### config.mk
export PLATFORM = sky130hd
export DESIGN_NAME = taa_queue
export DESIGN_NICKNAME = d
export VERILOG_FILES = /design/src/sv/taa_pkg.sv /design/src/sv/taa_queue.sv
export SDC_FILE = /design/constraint.sdc
export NUM_CORES = 1
export LEC_CHECK = 0
export ABC_CLOCK_PERIOD_IN_PS = 5400
export BUFFER_PORTS_ARGS = -buffer_cell sky130_fd_sc_hd__buf_2
export CAP_MARGIN = 40
export CORE_ASPECT_RATIO = 1.5
export CORE_MARGIN = 2
export CORE_UTILIZATION = 25
export DETAILED_ROUTE_END_ITERATION = 12
export SYNTH_ARGS = -nofsm -noshare
export SYNTH_HDL_FRONTEND = slang
export SYNTH_SLANG_ARGS = --single-unit
### constraint.sdc
create_clock -name clk -period 5.4 [get_ports clk]
set_clock_uncertainty 0.2 [all_clocks]
set_input_delay 0.81 -clock clk [delete_from_list [all_inputs] [get_ports clk]]
set_output_delay 0.81 -clock clk [all_outputs]
set_load 0.05 [all_outputs]
### src/sv/taa_pkg.sv
// Shared types, constants and fixed-point helpers for the bounding box accumulator.
`default_nettype none
package taa_pkg;

  localparam int COORD_WIDTH = 32;
  localparam int FRAC_BITS   = 16;
  localparam int NUM_COEFS   = 12;
  localparam int COEF_IDX_W  = 4;
  localparam int PROD_W      = 2 * COORD_WIDTH;
  localparam int SUM_W       = COORD_WIDTH + 2;

  localparam int Q_DEPTH = 4;
  localparam int Q_AW    = $clog2(Q_DEPTH);

  localparam logic KIND_COEF   = 1'b0;
  localparam logic KIND_VERTEX = 1'b1;

  localparam logic [1:0] OP_COEF   = 2'd0;
  localparam logic [1:0] OP_VERTEX = 2'd1;
  localparam logic [1:0] OP_LAST   = 2'd2;

  localparam logic signed [PROD_W-1:0] PROD_MAX =
    {{(PROD_W-COORD_WIDTH+1){1'b0}}, {(COORD_WIDTH-1){1'b1}}};
  localparam logic signed [PROD_W-1:0] PROD_MIN = ~PROD_MAX;
  localparam logic signed [SUM_W-1:0] SUM_MAX =
    {{(SUM_W-COORD_WIDTH+1){1'b0}}, {(COORD_WIDTH-1){1'b1}}};
  localparam logic signed [SUM_W-1:0] SUM_MIN = ~SUM_MAX;
  localparam logic signed [COORD_WIDTH-1:0] COORD_ONE =
    COORD_WIDTH'(1) <<< FRAC_BITS;

  typedef logic signed [COORD_WIDTH-1:0] coord_t;

  typedef struct packed {
    logic                  kind;
    logic [COEF_IDX_W-1:0] coef_index;
    coord_t                coef_value;
    coord_t                vx;
    coord_t                vy;
    coord_t                vz;
    logic                  last_vertex;
  } in_t;

  typedef struct packed {
    coord_t min_x;
    coord_t min_y;
    coord_t min_z;
    coord_t max_x;
    coord_t max_y;
    coord_t max_z;
    coord_t center_x;
    coord_t center_y;
    coord_t center_z;
  } out_t;

  typedef struct packed {
    logic [1:0]            op;
    logic [COEF_IDX_W-1:0] coef_index;
    coord_t                coef_value;
    coord_t                vx;
    coord_t                vy;
    coord_t                vz;
  } q_entry_t;

  typedef struct packed {
    logic empty;
    logic full;
  } q_status_t;

  // Floor to FRAC_BITS fraction bits, then clamp to the coordinate range.
  function automatic coord_t sat_prod(input logic signed [PROD_W-1:0] p);
    logic signed [PROD_W-1:0] q;
    q = p >>> FRAC_BITS;
    if (q > PROD_MAX) begin
      q = PROD_MAX;
    end else if (q < PROD_MIN) begin
      q = PROD_MIN;
    end
    return q[COORD_WIDTH-1:0];
  endfunction

  function automatic coord_t sat_sum(input logic signed [SUM_W-1:0] s);
    logic signed [SUM_W-1:0] q;
    q = s;
    if (q > SUM_MAX) begin
      q = SUM_MAX;
    end else if (q < SUM_MIN) begin
      q = SUM_MIN;
    end
    return q[COORD_WIDTH-1:0];
  endfunction

  function automatic coord_t coef_reset(input int idx);
    coord_t v;
    v = '0;
    if (idx == 0 || idx == 5 || idx == 10) begin
      v = COORD_ONE;
    end
    return v;
  endfunction

endpackage
`default_nettype wire

### src/sv/taa_queue.sv
// Short FIFO that decouples the front end from the transform back end.
`default_nettype none
module taa_queue (
  input  wire logic               clk,
  input  wire logic               rst,
  input  wire logic               push,
  input  taa_pkg::q_entry_t       push_entry,
  input  wire logic               pop,
  output taa_pkg::q_entry_t       head,
  output taa_pkg::q_status_t      status
);

  taa_pkg::q_entry_t           mem [taa_pkg::Q_DEPTH];
  logic [taa_pkg::Q_AW-1:0]    wr_ptr;
  logic [taa_pkg::Q_AW-1:0]    rd_ptr;
  logic [taa_pkg::Q_AW:0]      count;

  assign status.empty = (count == '0);
  assign status.full  = (count == (taa_pkg::Q_AW+1)'(taa_pkg::Q_DEPTH));
  assign head         = mem[rd_ptr];

  always_ff @(posedge clk) begin
    if (rst) begin
      wr_ptr <= '0;
      rd_ptr <= '0;
      count  <= '0;
    end else begin
      if (push) begin
        wr_ptr <= wr_ptr + taa_pkg::Q_AW'(1);
      end
      if (pop) begin
        rd_ptr <= rd_ptr + taa_pkg::Q_AW'(1);
      end
      count <= count + (taa_pkg::Q_AW+1)'(push) - (taa_pkg::Q_AW+1)'(pop);
    end
  end

  always_ff @(posedge clk) begin
    if (push) begin
      mem[wr_ptr] <= push_entry;
    end
  end

`ifndef ASSERT_OFF
  a_count_bound: assert property (@(posedge clk) disable iff (rst)
    count <= (taa_pkg::Q_AW+1)'(taa_pkg::Q_DEPTH))
    else $error("queue count exceeds depth");
  a_no_underflow: assert property (@(posedge clk) disable iff (rst)
    pop |-> count != '0)
    else $error("queue popped while empty");
`endif

endmodule
`default_nettype wire

After elaboration in Yosys (flattened, before gate mapping) --
Memories as Yosys holds them, arrays and structs flattened. A register that Yosys moved wholly into a read port is not among the register bits. Index checks and enable logic that the tools add are counted. W data, S select, Z words.
Cells by class: add/subtract/negate cells 4, muxes and demuxes 4, equality and inequality tests 1, reduce and logical (&&, ||, !) cells 1
Operators with widths (count):
- $add A2 B1 Y2 const B | 2
- $mux W2 | 2
- $add A3 B1 Y3 | 1
- $eq A3 B3 Y1 const B | 1
- $logic_not A3 Y1 | 1
- $sub A3 B1 Y3 | 1
- $mux W1 | 2
Storage, ports and cells: memory bits (writable) 536, logic and storage cells 14, output and inout bits 136, memories kept 1, bits in registers 7
Memories:
- mem | words 4, bits a word 134, rd ports 1, clocked after memory_dff 1, wr ports 1, line taa_queue.sv:13 | taa_pkg::q_entry_t mem [taa_pkg::Q_DEPTH];

Logic depth before layout (Yosys ltp) --
word-level depth 3, gate-level depth with buffers 7, depth with buffers taken out 7

Least setup slack after synthesis --
OpenSTA, ideal clock, no wires.
path kind input to register, start point in push, end point mem mem[0][0] (netlist name), enable pin, arrival 3.877 ns, library setup time 0.509 ns, setup slack 0.815 ns, data required time 4.691 ns, path buffers 0, cell stages on the path 1, cells stage by stage and2_1
Between the ends: word-level cells in the longest chain between the ends 2
RTL lines:
- from (decl) | line taa_queue.sv:6 | input wire logic push,
- $mux W1 | line taa_queue.sv:39 | if (push) begin
- $mux W1 (not written as such) | line taa_queue.sv:40 | mem[wr_ptr] <= push_entry;
- to (decl) | line taa_queue.sv:13
No other way between the ends.

==> flow_summary.yaml <==
run_status:
  outcome: "finished, final reports clean"
logic_synthesis:
  ys_ff_latch: 545
  seq_area_frac_synth_pct: 82.4
  synthTopCellsByArea: "edfxtp_1 (82%), mux4_2 (15%), dfxtp_1 (0.91%)"
  synth_area_leader_cell: "edfxtp_1"
  syn_inst: 742
  yosysWarnings: 0
  syn_avg_cell_area_sq_um: 26.6
  netlist.area_leader.share_pct: 81.5
  syn-num-nets: 887
  synth.distinct_cells: 20
  syn_area_sq_mm: 0.0197
clocking:
  h-tree-depth: 2
  clockBufferDepth: 3
  cts_tree: "done"
  cts_resized: 0
  hold_buffers: 0
  clk_latency_ps: 590
  cts_buffers: 53
  cts.sinks: 545
  clk_pin_slew_worst_paths_ps: 60
  cts_root_buffer: "clkbuf_16"
  postCtsSetupRepairBufs: 0
placed_design:
  port_buffers: 273
  routabilityCongestion: 0.671
  placed_area_sq_mm: 0.0224
  place_hpwl_um: 25600
detailed_routing:
  via_per_inst: 4.18
  vias: 8851
  drt-total-wl_um: 42500
  dr.first_iter.drc_count: 451
  detail-route-antenna-nets: 0
  first_pass_iters: 4
  drc: 0
  post_drt_wl_per_cell_um: 20.0
sta:
  period_share_pct: 65.3
  hold_viol: 0
  rsz0062_at_grt: "false"
  post-route-min-period_ps: 3530
  setup_violations: 0
  whs_ps: 220
  max_freq_mhz: 284
  slew_viol_final: 0
  worst_pin_slew_ps: 839
  slew_headroom_pct: 44.1
  tns_ps: 0
floorplanning:
  core_sq_mm: 0.0785
  std_cell_rows: 126
  dieWidth_um: 233
  die_h_um: 348
  design.portCount: 274
  start_util_pct: 25.1
  die-area_sq_mm: 0.0813
critical_path:
  end_kind: "output port"
  cp.arrival_ps: 2520
  crit_path_max_fanout: 45
  endpoint: "head[49]"
  critPathKind: "reg -> out"
  crit-reg2reg-capture: "mem[2][101]"
  crit_required_ps: 4390
  reg2reg_depth: 4
  start_kind: "flop"
  r2r_slack_ps: 2920
  rr_startpoint: "wr_ptr[0]"
global_routing:
  grt_pass1_vias: 9793
  antenna_found_initial: 10
  grt-ovfl-total: 0
  grt_pass1_wl_um: 62100
  grt_start_max_net_pins: 102
  track_usage_pct: 10.3
layout:
  final_common_cell: "edfxtp_1"
  final_area_sq_mm: 0.0241
  postLayoutCoreUtil_pct: 30.7
  syn2layout_area_growth_pct: 22.1
  final_net_count: 1198
  layout_common_cells: "edfxtp_1 (536), buf_2 (273), mux4_2 (134)"
  layout-drive-gt1-share_pct: 46.4
pwr:
  powerDensity_mw_per_mm2: 408
  p_leak_uw: 0.00787
  ir_drop_uv: 281
hold_path:
  hp-start: "push_entry[22]"
  hold_path_class: "in -> reg"
job:
  drv_cap: 0
[metrics by stage]
stage	cells	power, uW	setup WS [ps]
global route	2119	10200	1730
finish	2120	9840	1870
CTS	2118	10000	1810
detailed placement	2022	6400	2370
floorplan	742	6010	815
global placement	2021	6370	2090
[critical path, cell delays in order, from the launching register on]
cell and delay [ps]:
dfxtp_4 510, buf_4 630, mux4_2 450, buf_2 240
[registers in the layout, summed over array words and instances (netlist names), named ones only]
| signal | count |
|---|---|
| count | 3 |
| wr_ptr | 2 |
| rd_ptr | 2 |
| mem | 536 |
[logic make-up after synthesis]
kind of cell	count (synthesis)	share of synthesized area [%]
xor gates and xnor gates	3	0.209
muxes	135	15.3
and+or+nand+nor	14	0.380
adders and majority gates	7	0.482
AOI/OAI and AO/OA	2	0.0760
buffers and inverters	36	1.08
DFF	545	82.4
[layer usage]
layer,track usage (%),routed length [um],vias to the layer above
met5,0,69,-
met4,3.66,1150,10
met3,3.37,3200,66
met2,18.2,21800,258
met1,11.7,16300,4693
li1,-,-,3824
[worst min path at each step]
stage	slack (ps)	cells past startpoint	end
CTS	160	1	mem[0][22]
floorplan	290	2	flop
global route	180	1	mem[2][10]
global placement	330	2	wr_ptr[1]
detailed placement	360	2	wr_ptr[1]
finish	220	1	mem[0][22]
[area by class of cell]
type	count	area, sq um
sequential	545	16300
tap	1024	1280
antenna	2	5.00
inverter	6	22.5
timing repair buffer	286	1570
clock buffer	65	1400
multi-input combinational	161	3260
fill	7569	54400
clock inverter	31	274
[cells in the mapped netlist]
cell type / number
xor3_1: 1
buf_6: 8
a21bo_2: 1
inv_1: 6
a21oi_1: 1
and3_1: 1
fa_1: 1
edfxtp_1: 536
mux2i_1: 1
nand3b_1: 1
buf_2: 15
and2_1: 4
clkbuf_1: 7
nor2_1: 5
nor2b_1: 2
mux4_2: 134
dfxtp_1: 9
nor3_1: 1
ha_1: 6
xnor2_1: 2
[power breakdown]
group	internal [uW]	switching (uW)	leakage [uW]	total, uW
sequential	4860	50.0	0.00500	4910
combinational	402	956	0.00204	1360
clock	2010	1560	0.000825	3570
Note: power is estimated with default switching activity, not from simulation.
